[src/design/obdpid_pkg.sv]
// ----------------------------------------------------------------------------
// obdpid_pkg
// Shared types and constants of the OBD-II reply decoder and boost estimator.
// ----------------------------------------------------------------------------
package obdpid_pkg;

  // Parameter identifiers of the mode 01 replies that are decoded.
  localparam logic [7:0] PID_COOLANT = 8'h05;
  localparam logic [7:0] PID_RPM     = 8'h0C;
  localparam logic [7:0] PID_SPEED   = 8'h0D;
  localparam logic [7:0] PID_INTAKE  = 8'h0F;
  localparam logic [7:0] PID_FLOW    = 8'h10;

  // Reset value of the reply identifier.
  localparam logic [10:0] REPLY_ID_RST = 11'h7E8;

  // Gauge codes on the update channel.
  localparam logic [1:0] GAUGE_SPEED   = 2'd0;
  localparam logic [1:0] GAUGE_COOLANT = 2'd1;
  localparam logic [1:0] GAUGE_BOOST   = 2'd2;

  // Sentinels of the shown values after reset.
  localparam logic [7:0]         SHOWN_SPEED_RST = 8'd255;
  localparam logic signed [15:0] SHOWN_VALUE_RST = 16'sd32767;

  // Boost arithmetic: gain in Q20, temperature offsets and saturation.
  localparam logic [24:0]        GAIN_Q20    = 25'd18077138;
  localparam logic [8:0]         TEMP_OFFSET = 9'd40;
  localparam logic signed [9:0]  KELVIN_OFS  = 10'sd273;
  localparam logic [15:0]        CENTI_SCALE = 16'd100;
  localparam logic [15:0]        CENTI_FRAC  = 16'd15;
  localparam logic [27:0]        RPM_SCALE   = 28'd2500;
  localparam logic [14:0]        BOOST_SAT   = 15'd32767;
  localparam logic signed [15:0] BOOST_OFS   = 16'sd100;

  // Divider geometry: dividend is the product over 2^20, divisor rpm*2500.
  localparam int unsigned PROD_W    = 57;
  localparam int unsigned DVD_W     = 37;
  localparam int unsigned DEN_W     = 28;
  localparam int unsigned CNT_W     = 6;
  localparam logic [5:0]  DIV_LAST  = 6'd36;

  // Operation decoded by the front end for the back end.
  typedef enum logic [2:0] {
    OP_NONE,
    OP_COOLANT,
    OP_RPM,
    OP_SPEED,
    OP_INTAKE,
    OP_FLOW
  } op_e;

  // One queued command word.
  typedef struct packed {
    op_e         op;
    logic [15:0] data;
  } cmd_t;

  // Queue status seen by both ends.
  typedef struct packed {
    logic full;
    logic empty;
  } q_stat_t;

endpackage

[src/design/obdpid_fifo.sv]
// ----------------------------------------------------------------------------
// obdpid_fifo
// Short first-in first-out queue of command words between front and back.
// ----------------------------------------------------------------------------
module obdpid_fifo #(
  parameter int unsigned DEPTH = 2
) (
  input  logic              clk_i,
  input  logic              rst_ni,
  input  logic              push_i,
  input  obdpid_pkg::cmd_t  push_data_i,
  input  logic              pop_i,
  output obdpid_pkg::cmd_t  pop_data_o,
  output obdpid_pkg::q_stat_t stat_o
);

  localparam int unsigned PW = (DEPTH > 1) ? $clog2(DEPTH) : 1;
  localparam int unsigned CW = $clog2(DEPTH + 1);

  obdpid_pkg::cmd_t mem_q [DEPTH];
  logic [PW-1:0]    wr_ptr_q, rd_ptr_q;
  logic [CW-1:0]    count_q;

  // Pointer advance with wrap at the queue depth.
  function automatic logic [PW-1:0] next_ptr(input logic [PW-1:0] ptr);
    next_ptr = (ptr == PW'(DEPTH - 1)) ? '0 : ptr + 1'b1;
  endfunction

  // Storage is written at the write pointer.
  always_ff @(posedge clk_i) begin
    if (push_i) begin
      mem_q[wr_ptr_q] <= push_data_i;
    end
  end

  // Pointers and fill count.
  always_ff @(posedge clk_i or negedge rst_ni) begin
    if (!rst_ni) begin
      wr_ptr_q <= '0;
      rd_ptr_q <= '0;
      count_q  <= '0;
    end else begin
      if (push_i) begin
        wr_ptr_q <= next_ptr(wr_ptr_q);
      end
      if (pop_i) begin
        rd_ptr_q <= next_ptr(rd_ptr_q);
      end
      if (push_i && !pop_i) begin
        count_q <= count_q + 1'b1;
      end else if (pop_i && !push_i) begin
        count_q <= count_q - 1'b1;
      end
    end
  end

  assign pop_data_o   = mem_q[rd_ptr_q];
  assign stat_o.full  = (count_q == CW'(DEPTH));
  assign stat_o.empty = (count_q == '0);

endmodule

[src/design/obdpid_front.sv]
// ----------------------------------------------------------------------------
// obdpid_front
// Accepts received frames, matches the reply identifier and classifies the
// PID into a command word for the back end. Holds the reply_id register.
// ----------------------------------------------------------------------------
module obdpid_front (
  input  logic             clk_i,
  input  logic             rst_ni,
  input  logic             cfg_valid,
  output logic             cfg_ready,
  input  logic [10:0]      cfg_data,
  input  logic             in_valid,
  output logic             in_stall,
  input  logic [10:0]      frame_id_i,
  input  logic [7:0]       pid_code_i,
  input  logic [7:0]       byte_a_i,
  input  logic [7:0]       byte_b_i,
  input  obdpid_pkg::q_stat_t q_stat_i,
  output logic             push_o,
  output obdpid_pkg::cmd_t push_data_o
);

  logic [10:0]     reply_id_q;
  obdpid_pkg::op_e op;

  // Configuration register; writes are always taken.
  assign cfg_ready = 1'b1;

  always_ff @(posedge clk_i or negedge rst_ni) begin
    if (!rst_ni) begin
      reply_id_q <= obdpid_pkg::REPLY_ID_RST;
    end else if (cfg_valid) begin
      reply_id_q <= cfg_data;
    end
  end

  // Classify the frame: foreign frames and unknown PIDs still go through,
  // as every frame triggers a boost estimate and change check.
  always_comb begin
    op = obdpid_pkg::OP_NONE;
    if (frame_id_i == reply_id_q) begin
      case (pid_code_i)
        obdpid_pkg::PID_COOLANT: op = obdpid_pkg::OP_COOLANT;
        obdpid_pkg::PID_RPM:     op = obdpid_pkg::OP_RPM;
        obdpid_pkg::PID_SPEED:   op = obdpid_pkg::OP_SPEED;
        obdpid_pkg::PID_INTAKE:  op = obdpid_pkg::OP_INTAKE;
        obdpid_pkg::PID_FLOW:    op = obdpid_pkg::OP_FLOW;
        default:                 op = obdpid_pkg::OP_NONE;
      endcase
    end
  end

  // Hand the word to the queue while it has room.
  assign in_stall         = q_stat_i.full;
  assign push_o           = in_valid && !q_stat_i.full;
  assign push_data_o.op   = op;
  assign push_data_o.data = {byte_a_i, byte_b_i};

endmodule

[src/design/obdpid_back.sv]
// ----------------------------------------------------------------------------
// obdpid_back
// Applies queued commands to the engine values, estimates boost with a
// multiply chain and a restoring divider, and emits change-only updates.
// ----------------------------------------------------------------------------
module obdpid_back (
  input  logic               clk_i,
  input  logic               rst_ni,
  input  logic               cmd_avail_i,
  input  obdpid_pkg::cmd_t   cmd_i,
  output logic               cmd_pop_o,
  output logic               out_valid,
  input  logic               out_stall,
  output logic [1:0]         gauge_o,
  output logic signed [15:0] value_o,
  output logic               last_o
);

  // Sequencer states.
  localparam logic [2:0] S_IDLE = 3'd0;
  localparam logic [2:0] S_PREP = 3'd1;
  localparam logic [2:0] S_PROD = 3'd2;
  localparam logic [2:0] S_NUM  = 3'd3;
  localparam logic [2:0] S_DIV  = 3'd4;
  localparam logic [2:0] S_EVAL = 3'd5;
  localparam logic [2:0] S_EMIT = 3'd6;

  logic [2:0] state_q, state_d;

  // Engine values and shown values.
  logic signed [8:0]  coolant_q, intake_q;
  logic [15:0]        rpm_q, flow_q;
  logic [7:0]         speed_q;
  logic [7:0]         shown_speed_q;
  logic signed [15:0] shown_coolant_q, shown_boost_q;

  // Arithmetic datapath.
  logic [15:0]                        tk_q;
  logic [obdpid_pkg::DEN_W-1:0]       den_q;
  logic                               rpm_zero_q;
  logic [31:0]                        p1_q;
  logic [obdpid_pkg::DVD_W-1:0]       dvd_q;
  logic [obdpid_pkg::DEN_W-1:0]       rem_q;
  logic [obdpid_pkg::CNT_W-1:0]       cnt_q;
  logic [2:0]                         pend_q;
  logic signed [15:0]                 boost_q;

  logic signed [9:0]                  kelvin;
  logic [obdpid_pkg::PROD_W-1:0]      num_full;
  logic [obdpid_pkg::DEN_W:0]         rem_sh;
  logic                               rem_ge;
  logic [14:0]                        q_sat;
  logic signed [15:0]                 boost;
  logic signed [15:0]                 coolant_ext;

  // Output register.
  logic               out_valid_q;
  logic [1:0]         gauge_q;
  logic signed [15:0] value_q;
  logic               last_q;

  // Emit selection.
  logic               out_free, load;
  logic [1:0]         sel_gauge;
  logic signed [15:0] sel_value;
  logic [2:0]         pend_rest;

  // Arithmetic helpers.
  assign kelvin      = {intake_q[8], intake_q} + obdpid_pkg::KELVIN_OFS;
  assign num_full    = obdpid_pkg::PROD_W'(p1_q) * obdpid_pkg::PROD_W'(obdpid_pkg::GAIN_Q20);
  assign rem_sh      = {rem_q, dvd_q[obdpid_pkg::DVD_W-1]};
  assign rem_ge      = (rem_sh >= {1'b0, den_q});
  assign q_sat       = (|dvd_q[obdpid_pkg::DVD_W-1:15]) ? obdpid_pkg::BOOST_SAT
                                                       : dvd_q[14:0];
  assign boost       = rpm_zero_q ? 16'sd0
                                  : $signed({1'b0, q_sat}) - obdpid_pkg::BOOST_OFS;
  assign coolant_ext = 16'(coolant_q);

  // Pick the first pending gauge in speed, coolant, boost order.
  always_comb begin
    if (pend_q[0]) begin
      sel_gauge = obdpid_pkg::GAUGE_SPEED;
      sel_value = $signed({8'd0, speed_q});
    end else if (pend_q[1]) begin
      sel_gauge = obdpid_pkg::GAUGE_COOLANT;
      sel_value = coolant_ext;
    end else begin
      sel_gauge = obdpid_pkg::GAUGE_BOOST;
      sel_value = boost_q;
    end
  end

  assign pend_rest = pend_q & (pend_q - 3'd1);
  assign out_free  = !out_valid_q || !out_stall;
  assign load      = (state_q == S_EMIT) && (pend_q != 3'd0) && out_free;
  assign cmd_pop_o = (state_q == S_IDLE) && cmd_avail_i;

  // Sequencer.
  always_comb begin
    state_d = state_q;
    case (state_q)
      S_IDLE: if (cmd_avail_i) state_d = S_PREP;
      S_PREP: state_d = S_PROD;
      S_PROD: state_d = S_NUM;
      S_NUM:  state_d = rpm_zero_q ? S_EVAL : S_DIV;
      S_DIV:  if (cnt_q == obdpid_pkg::DIV_LAST) state_d = S_EVAL;
      S_EVAL: state_d = S_EMIT;
      S_EMIT: begin
        if (pend_q == 3'd0 || (load && pend_rest == 3'd0)) begin
          state_d = S_IDLE;
        end
      end
      default: state_d = S_IDLE;
    endcase
  end

  // Control, engine values, shown values and the output register.
  always_ff @(posedge clk_i or negedge rst_ni) begin
    if (!rst_ni) begin
      state_q         <= S_IDLE;
      coolant_q       <= '0;
      intake_q        <= '0;
      rpm_q           <= '0;
      flow_q          <= '0;
      speed_q         <= '0;
      shown_speed_q   <= obdpid_pkg::SHOWN_SPEED_RST;
      shown_coolant_q <= obdpid_pkg::SHOWN_VALUE_RST;
      shown_boost_q   <= obdpid_pkg::SHOWN_VALUE_RST;
      pend_q          <= '0;
      out_valid_q     <= 1'b0;
    end else begin
      state_q <= state_d;
      // Capture the decoded engine value.
      if (cmd_pop_o) begin
        case (cmd_i.op)
          obdpid_pkg::OP_COOLANT:
            coolant_q <= $signed({1'b0, cmd_i.data[15:8]} - obdpid_pkg::TEMP_OFFSET);
          obdpid_pkg::OP_RPM:    rpm_q   <= cmd_i.data;
          obdpid_pkg::OP_SPEED:  speed_q <= cmd_i.data[15:8];
          obdpid_pkg::OP_INTAKE:
            intake_q <= $signed({1'b0, cmd_i.data[15:8]} - obdpid_pkg::TEMP_OFFSET);
          obdpid_pkg::OP_FLOW:   flow_q  <= cmd_i.data;
          default: ;
        endcase
      end
      // Work out which gauges changed.
      if (state_q == S_EVAL) begin
        pend_q <= {boost != shown_boost_q,
                   coolant_ext != shown_coolant_q,
                   speed_q != shown_speed_q};
      end else if (load) begin
        pend_q <= pend_rest;
      end
      // Load one update and note it as shown.
      if (load) begin
        out_valid_q <= 1'b1;
        case (sel_gauge)
          obdpid_pkg::GAUGE_SPEED:   shown_speed_q   <= speed_q;
          obdpid_pkg::GAUGE_COOLANT: shown_coolant_q <= coolant_ext;
          default:                   shown_boost_q   <= boost_q;
        endcase
      end else if (!out_stall) begin
        out_valid_q <= 1'b0;
      end
    end
  end

  // Datapath registers: multiply chain, divider and output payload.
  always_ff @(posedge clk_i) begin
    if (state_q == S_PREP) begin
      tk_q       <= 16'(kelvin[8:0]) * obdpid_pkg::CENTI_SCALE + obdpid_pkg::CENTI_FRAC;
      den_q      <= obdpid_pkg::DEN_W'(rpm_q) * obdpid_pkg::RPM_SCALE;
      rpm_zero_q <= (rpm_q == 16'd0);
    end
    if (state_q == S_PROD) begin
      p1_q <= 32'(flow_q) * 32'(tk_q);
    end
    if (state_q == S_NUM) begin
      dvd_q <= num_full[obdpid_pkg::PROD_W-1:20];
      rem_q <= '0;
      cnt_q <= '0;
    end
    // One quotient bit per cycle, restoring.
    if (state_q == S_DIV) begin
      rem_q <= rem_ge ? obdpid_pkg::DEN_W'(rem_sh - {1'b0, den_q})
                      : rem_sh[obdpid_pkg::DEN_W-1:0];
      dvd_q <= {dvd_q[obdpid_pkg::DVD_W-2:0], rem_ge};
      cnt_q <= cnt_q + 1'b1;
    end
    if (state_q == S_EVAL) begin
      boost_q <= boost;
    end
    if (load) begin
      gauge_q <= sel_gauge;
      value_q <= sel_value;
      last_q  <= (pend_rest == 3'd0);
    end
  end

  assign out_valid = out_valid_q;
  assign gauge_o   = gauge_q;
  assign value_o   = value_q;
  assign last_o    = last_q;

endmodule

[src/design/obd_pid_decode_boost_estimate.sv]
// ----------------------------------------------------------------------------
// obd_pid_decode_boost_estimate
// Decodes OBD-II mode 01 replies from received CAN frames, estimates boost
// and sends change-only gauge updates for speed, coolant and boost.
// ----------------------------------------------------------------------------
// Sequence: a taken frame passes the queue, then the prepare, product,
// numerator, 37-step restoring divider, evaluate and emit states; the
// divider is skipped when the rpm count is zero. Further updates of the same
// frame follow one per cycle unless stalled; one frame is worked at a time.
// Reset: asynchronous, active low; engine values clear to zero, shown values
// go to their sentinels and reply_id to 0x7E8. A two-word queue absorbs frames.
module obd_pid_decode_boost_estimate #(
  parameter int unsigned QUEUE_DEPTH = 2
) (
  input  logic               clk_i,
  input  logic               rst_ni,
  input  logic               cfg_valid_i,
  output logic               cfg_ready_o,
  input  logic [10:0]        cfg_data_i,
  input  logic               in_valid_i,
  output logic               in_stall_o,
  input  logic [10:0]        frame_id_i,
  input  logic [7:0]         pid_code_i,
  input  logic [7:0]         byte_a_i,
  input  logic [7:0]         byte_b_i,
  output logic               out_valid_o,
  input  logic               out_stall_i,
  output logic [1:0]         gauge_o,
  output logic signed [15:0] value_o,
  output logic               last_o
);

  obdpid_pkg::q_stat_t q_stat;
  obdpid_pkg::cmd_t    push_data, pop_data;
  logic                push, pop;

  // Front end: identifier match and PID classification.
  obdpid_front u_front (
    .clk_i       (clk_i),
    .rst_ni      (rst_ni),
    .cfg_valid   (cfg_valid_i),
    .cfg_ready   (cfg_ready_o),
    .cfg_data    (cfg_data_i),
    .in_valid    (in_valid_i),
    .in_stall    (in_stall_o),
    .frame_id_i  (frame_id_i),
    .pid_code_i  (pid_code_i),
    .byte_a_i    (byte_a_i),
    .byte_b_i    (byte_b_i),
    .q_stat_i    (q_stat),
    .push_o      (push),
    .push_data_o (push_data)
  );

  // Command queue between the two ends.
  obdpid_fifo #(
    .DEPTH (QUEUE_DEPTH)
  ) u_fifo (
    .clk_i       (clk_i),
    .rst_ni      (rst_ni),
    .push_i      (push),
    .push_data_i (push_data),
    .pop_i       (pop),
    .pop_data_o  (pop_data),
    .stat_o      (q_stat)
  );

  // Back end: value capture, boost estimate and updates.
  obdpid_back u_back (
    .clk_i       (clk_i),
    .rst_ni      (rst_ni),
    .cmd_avail_i (!q_stat.empty),
    .cmd_i       (pop_data),
    .cmd_pop_o   (pop),
    .out_valid   (out_valid_o),
    .out_stall   (out_stall_i),
    .gauge_o     (gauge_o),
    .value_o     (value_o),
    .last_o      (last_o)
  );

  // The queue is never reported full and empty at once.
  a_queue_status: assert property (@(posedge clk_i) disable iff (!rst_ni)
    !(q_stat.full && q_stat.empty))
    else $error("queue reported full and empty together");

  // A word pushed into an empty queue is still there in the next cycle.
  a_push_lands: assert property (@(posedge clk_i) disable iff (!rst_ni)
    push && q_stat.empty |=> !q_stat.empty)
    else $error("pushed word lost from the queue");

  // A boost update never lies below the offset.
  a_boost_floor: assert property (@(posedge clk_i) disable iff (!rst_ni)
    out_valid_o && gauge_o == obdpid_pkg::GAUGE_BOOST |-> value_o >= -16'sd100)
    else $error("boost update below offset");

  // A speed update carries an unsigned byte.
  a_speed_range: assert property (@(posedge clk_i) disable iff (!rst_ni)
    out_valid_o && gauge_o == obdpid_pkg::GAUGE_SPEED |-> value_o[15:8] == 8'd0)
    else $error("speed update out of range");

endmodule

[config.mk]
export PLATFORM = sky130hd
export DESIGN_NAME = obd_pid_decode_boost_estimate
export DESIGN_NICKNAME = d
export VERILOG_FILES = /design/src/design/obdpid_pkg.sv /design/src/design/obdpid_fifo.sv /design/src/design/obdpid_front.sv /design/src/design/obdpid_back.sv /design/src/design/obd_pid_decode_boost_estimate.sv
export SDC_FILE = /design/constraint.sdc
export NUM_CORES = 2
export LEC_CHECK = 0
export ABC_AREA = 1
export BUFFER_PORTS_ARGS = -buffer_cell sky130_fd_sc_hd__buf_2
export CAP_MARGIN = 20
export CORE_ASPECT_RATIO = 0.75
export CORE_UTILIZATION = 60
export CTS_CLUSTER_SIZE = 16
export DETAILED_ROUTE_END_ITERATION = 8
export PLACE_DENSITY_LB_ADDON = 0.15
export SLEW_MARGIN = 20
export SYNTH_ARGS = -nofsm -noshare
export SYNTH_HDL_FRONTEND = slang
export SYNTH_HIERARCHICAL = 1
export SYNTH_SLANG_ARGS = --single-unit
[constraint.sdc]
create_clock -name clk_i -period 5.8 [get_ports clk_i]
set_clock_uncertainty 0.2 [all_clocks]
set_input_delay 0.29 -clock clk_i [delete_from_list [all_inputs] [get_ports clk_i]]
set_output_delay 0.29 -clock clk_i [all_outputs]
set_load 0.1 [all_outputs]
* After elaboration in Yosys (flattened, before gate mapping)
Memory sizes are Yosys's and may differ from the RTL's.
Cells that the tools add are included.
** Storage, ports and cells
- Bits in registers :: 301
- Latch bits :: 0
- RAM bits :: 38
- Memory bits (read-only) :: 0
- Output and inout port bits :: 22
- Logic and storage cells :: 139
- Memories kept :: 1
** Memories
- u_fifo.mem_q :: words 2, bits a word 19, rd ports 1, clocked after memory_dff 0, wr ports 1, line obdpid_fifo.sv:20 : obdpid_pkg::cmd_t mem_q [DEPTH];
** Operators by class
- $add $sub $neg :: 11
- Multiply operators :: 4
- Div/mod/pow operators :: 0
- $lt $le $gt $ge :: 1
- Equality and inequality tests :: 27
- Shifts and indexed selects :: 0
- Mux-type cells :: 30
- Bitwise logic cells :: 2
- Reduce and logical (&&, ||, !) cells :: 36
** Operators by type and width (number)
- 28-bit two-way mux :: 3
- 37-bit two-way mux :: 2
- 32-bit by 24-bit multiplier with 56-bit output (second input constant) :: 1
- 16-bit by 16-bit multiplier with 32-bit output :: 1
- 16-bit two-way mux :: 2
- 29-bit by 28-bit greater-or-equal comparator with 1-bit output :: 1
- 28-bit subtractor :: 1
- 16-bit by 10-bit multiplier with 26-bit output (second input constant) :: 1
- 8-bit by 4-bit equality test with 1-bit output (second input constant) :: 3
- 22-bit OR reduction :: 1
- 3-bit one-hot mux with 7 select lines :: 1
- 3-bit two-way mux :: 6
- 16-bit by 4-bit adder with 16-bit output (second input constant) :: 1
- 16-bit zero test :: 1
- 16-bit != test :: 1
- 9-bit by 16-bit != test with 1-bit output :: 1
- 2-bit AND reduction :: 8
- 15-bit by 7-bit subtractor with 16-bit output (second input constant) :: 1
- 3-bit equality test (second input constant) :: 5
- 15-bit two-way mux :: 1
- 3-bit one-hot mux with 5 select lines :: 1
- 9-bit by 5-bit multiplier with 14-bit output (second input constant) :: 1
- 3-bit by 2-bit equality test with 1-bit output (second input constant) :: 4
- 6-bit two-way mux :: 2
- 31 further kinds :: 61

* Longest topological paths before layout
- Depth in word-level cells :: 7
- Gate-level depth with buffers :: 30

* Hierarchy
The synthesis kept the hierarchy.
** Modules (own cells, without submodules)
- obdpid_back :: times used 1, cells each 4459, area each 39411.5 um^2, seq. area each 7892.6 um^2
- obdpid_fifo :: times used 1, cells each 84, area each 1655.3 um^2, seq. area each 1241.2 um^2
- obdpid_front :: times used 1, cells each 124, area each 874.6 um^2, seq. area each 284.0 um^2
- obd_pid_decode_boost_estimate :: times used 1, cells each 1, area each 3.8 um^2, seq. area each 0.0 um^2

* Least setup slack after synthesis
OpenSTA, ideal clock, no wires.
- Path type :: register -> register
- Start :: register u_back.p1_q[6]
- End :: register u_back/dvd_q[22] (netlist name) (data pin)
- Library setup time :: 254 ps
- Arrival time :: 5763 ps
- Data required time :: 5346 ps
- Slack :: -416 ps
- Stages on the path, launching flop included :: 26
- Path through :: edfxtp_1 > ha_1 > inv_1 > fa_1 > inv_1 > fa_1 > inv_1 > fa_1 > inv_1 > fa_1 > fa_1 > inv_1 > fa_1 > inv_1 > ha_1 > a21oi_1 > o21ai_0 > a21oi_1 > nand2_1 > a21oi_1 > o21ai_0 > nand2_1 > nand2_1 > or2_2 > nand3_1 > nand2_1
** On the way
- Word-level cells in the longest chain between the ends :: 3
** RTL lines
- start, declared :: line obdpid_back.sv:41 : logic [31:0] p1_q;
- start signal, assigned :: line obdpid_back.sv:176 : p1_q <= 32'(flow_q) * 32'(tk_q);
- 32-bit by 24-bit multiplier with 56-bit output :: line obdpid_back.sv:70 : assign num_full = obdpid_pkg::PROD_W'(p1_q) * obdpid_pkg::PROD_W'(obdpid_pkg::GAIN_Q20);
- 37-bit two-way mux :: line obdpid_back.sv:178 : if (state_q == S_NUM) begin
- 37-bit two-way mux :: line obdpid_back.sv:184 : if (state_q == S_DIV) begin
- end signal, assigned :: line obdpid_back.sv:179 : dvd_q <= num_full[obdpid_pkg::PROD_W-1:20];
- end signal, assigned :: line obdpid_back.sv:187 : dvd_q <= {dvd_q[obdpid_pkg::DVD_W-2:0], rem_ge};
- end, declared :: line obdpid_back.sv:42 : logic [obdpid_pkg::DVD_W-1:0] dvd_q;
No other way between the ends. The select of a mux whose other input is x is not followed.
A chain may end at the register's enable or synchronous reset.

* Worst setup path after layout
- Start :: register u_back.p1_q[11]
- End :: register u_back/dvd_q[14] (netlist name) (data pin)
The elaborated chain is that of the path after synthesis.

==> results.yml <==
outcome:
  status: "finished, violations left"
  violations: "setup timing"
cells_and_area:
  final_area_um2: 52040
  area_growth_syn_to_layout_pct: 24.06
  drive_above_1_share: 0.2482
  nets: 6378
  final_util: 0.7569
  fin_cells: 6208
  nFillCells: 4699
synth:
  synth_area_per_cell_um2: 8.986
  synth_edf_count: 217
  synth-xor-area-share: 0.03216
  synth_nets: 5806
  synth-simple-area-share: 0.1190
  synth.area.mux_share: 0.01029
  yosysWarnings: 6
  synth_top_family_by_area: "adder cells"
  synth_compound_area_frac: 0.07496
  synthAdderAreaFrac: 0.4189
  synth_cell_type_count: 61
  ys_seq_area_frac: 0.2245
  synth_flop_cell: "edfxtp_1"
  synth.cell_area_um2: 41950
  syn_inst: 4668
  yosys_register_bits: 331
  async_flop_share: 0.3444
placement:
  dpl.hpwl_um: 93520
  gp_congestion: 0.9695
  port_buffers: 71
  dp.cells: 6000
  dpl_cell_area_um2: 47270
timing:
  hold_violations: 0
  slew_headroom: 0.3751
  period_share: 1.090
  fmax_mhz: 158.2
  fin_tns_setup_ns: -13.59
  setup_viol: 46
  layout_min_cycle_time_ns: 6.319
  rsz0062_at_grt: "true"
  worst_pin_slew_ns: 0.9351
  worst_slack_ns: -0.5194
  finalMaxSlewViolations: 0
route:
  first_iter_violations: 2985
  via_per_inst: 5.362
  drt_wl_total_um: 118300
  drt_first_pass_iters: 6
  route.detailed.wl_per_inst_um: 19.06
  drc: 0
  vias: 33290
  ant_nets: 0
min_path:
  holdPathStages: 6
  hold_class: "input pin to register"
critical_path:
  path_class: "register to register"
  reg2reg_depth: 26
  critPathMaxFanout: 4
  endpoint_kind: "register"
  cp.required_ns: 5.91
  r2r_slack_ns: -0.52
  arrival_ns: 6.43
  start_kind: "register"
die:
  die-area_um2: 70980
  die_w_um: 307.3
  ios: 73
  rows: 83
  die_y_um: 231.0
  start_util: 0.6101
  core_um2: 68750
clock_network:
  cts_tree: "yes"
  cts_buffers: 38
  cts.sinks: 331
  clockBufferDepth: 3
  h-tree-depth: 2
  cts.clk_slew.worst_paths_ns: 0.06
  clkLatencyLatePin_ns: 0.60
  root_buffer: "clkbuf_16"
global_route:
  grt_use_total: 0.3298
  grt-ovfl-total: 0
  antenna_found_initial: 1
  grt_max_degree: 74
  grt_pass1_wl_um: 180800
  grt_pass1_vias: 33200
run:
  maxCapViolCount: 0
[synth_stat cells (all sizes together) (2+ instances only)]
cell type / number / share of area
edfxtp: 217 / 0.16
clkbuf: 73 / 0.0066
o31ai: 3 / 0.00054
dfrtp: 75 / 0.045
nand3: 121 / 0.016
o211ai: 4 / 0.00072
a31oi: 33 / 0.0049
o21ai: 240 / 0.029
nor2: 241 / 0.023
mux2: 32 / 0.010
dfstp: 39 / 0.024
clkinv: 3 / 0.00027
ha: 558 / 0.17
o21bai: 10 / 0.0019
fa: 529 / 0.25
xor2: 100 / 0.021
o21a: 10 / 0.0018
nor4: 19 / 0.0031
inv: 1208 / 0.11
or2: 17 / 0.0025
xnor2: 54 / 0.011
buf: 29 / 0.0051
nand4: 25 / 0.0041
a211oi: 5 / 0.00089
o2111ai: 3 / 0.00063
a21oi: 209 / 0.025
nand2: 724 / 0.065
nand3b: 11 / 0.0020
o311ai: 2 / 0.00042
a21o: 24 / 0.0043
nor3: 22 / 0.0031
o221ai: 11 / 0.0023
and3: 2 / 0.00030
a21boi: 11 / 0.0020
[layer usage]
layer	global-route usage	up-vias	routed length (um)
met5	0	-	13
met4	0.06732	2	2352
met2	0.4766	1271	50980
met3	0.1023	158	13290
li1	-	15660	-
met1	0.4872	16200	51670
[sequential cells by signal, indices dropped and copies added (netlist names), 6 cells and up]
signal and cells:
u_back/flow_q 16, u_back/dvd_q 37, u_back/p1_q 32, u_fifo/mem_q 38
u_back/shown_coolant_q 10, u_back/speed_q 8, u_back/shown_boost_q 16, u_back/cnt_q 6
u_back/value_o 16, u_back/rpm_q 16, u_back/tk_q 14, u_front/reply_id_q 11
u_back/coolant_q 9, u_back/den_q 26, u_back/intake_q 9, u_back/shown_speed_q 8
u_back/rem_q 28, u_back/boost_q 16
[worst paths after layout]
path / start / to
worst max register to register: u_back/p1_q[11]$_DFFE_PP_ / u_back/dvd_q[14]$_DFFE_PP_
worst max-delay path: u_back/p1_q[11]$_DFFE_PP_ / u_back/dvd_q[14]$_DFFE_PP_
max in group asynchronous: rst_ni / u_back/flow_q[5]$_DFFE_PN0P_
worst min-delay path: pid_code_i[5] / u_fifo/mem_q[0][17]$_DFFE_PP_
min in group asynchronous: rst_ni / u_back/coolant_q[0]$_DFFE_PN0P_
worst min register to register: u_fifo/wr_ptr_q$_DFFE_PN0P_ / u_fifo/wr_ptr_q$_DFFE_PN0P_
[repair_timing]
action                                  CTS  global route
endpoints found under the setup margin   52            53
endpoints found under the hold margin    89             0
hold buffers                             48             0
resized for setup                       262           346
pin swaps                               107           187
buffers inserted                         48            51
[layout make-up]
| type | count | area, um2 | area share |
|---|---|---|---|
| antenna | 3 | 7.507 | 0.0001443 |
| clock buffer | 49 | 1086 | 0.02087 |
| clock inverter | 21 | 203.9 | 0.003919 |
| inverter | 1211 | 4556 | 0.08755 |
| multi-input combinational | 3024 | 30490 | 0.5859 |
| sequential | 331 | 9424 | 0.1811 |
| tap | 935 | 1170 | 0.02248 |
| timing repair buffer | 634 | 5099 | 0.09798 |
[logic make-up (layout without fill, tap and decap cells)]
| logic type | after synthesis | after routing |
|---|---|---|
| buf+inv | 1313 | 1915 |
| mux | 32 | 32 |
| xor+xnor | 154 | 154 |
| compound gates | 568 | 568 |
| fa+ha+maj | 1087 | 1087 |
| flops | 331 | 331 |
| other cells | 1 | 4 |
| simple gates | 1182 | 1182 |
[placed cells by master (no fill, tap or decap), types with 73 or more instances in the layout]
cell type | Yosys | layout
o21ai_0 | 227 | 174
nand2_1 | 719 | 662
buf_4 | 18 | 433
inv_2 | 7 | 116
fa_1 | 529 | 495
edfxtp_1 | 217 | 217
ha_1 | 558 | 459
xor2_1 | 100 | 91
nand3_1 | 113 | 93
ha_4 | 0 | 95
inv_1 | 1201 | 1088
a21oi_1 | 207 | 140
nor2_1 | 230 | 169
buf_6 | 2 | 73
[critical path: stages, from the launching register on]
cell      delay, ns
edfxtp_1       0.44
buf_6          0.15
ha_4           0.22
fa_1           0.57
inv_1          0.08
fa_1           0.50
inv_1          0.06
fa_1           0.49
inv_2          0.04
fa_1           0.47
inv_1          0.06
fa_1           0.48
inv_1          0.06
fa_1           0.51
inv_2          0.05
ha_4           0.24
a21oi_4        0.18
inv_2          0.07
a31oi_4        0.20
o21ai_2        0.09
nand2_1        0.07
nand2_1        0.06
a21oi_2        0.18
o21ai_2        0.10
or2_2          0.27
nand3_1        0.14
o21ai_0        0.11
[metrics by stage]
stage                     hold WS (ns)  setup slack (ns)
after floorplan                -0.2056          -0.08164
after global placement          0.2781           -0.4906
after detailed placement        0.2701           -0.5091
after CTS                      0.02058           -0.3383
after global routing           0.07483           -0.6097
final                          0.06437           -0.5194
Power is left out: the tool's default activity adds up to more than one toggle a clock period on the data nets, which glitch-free logic cannot reach.
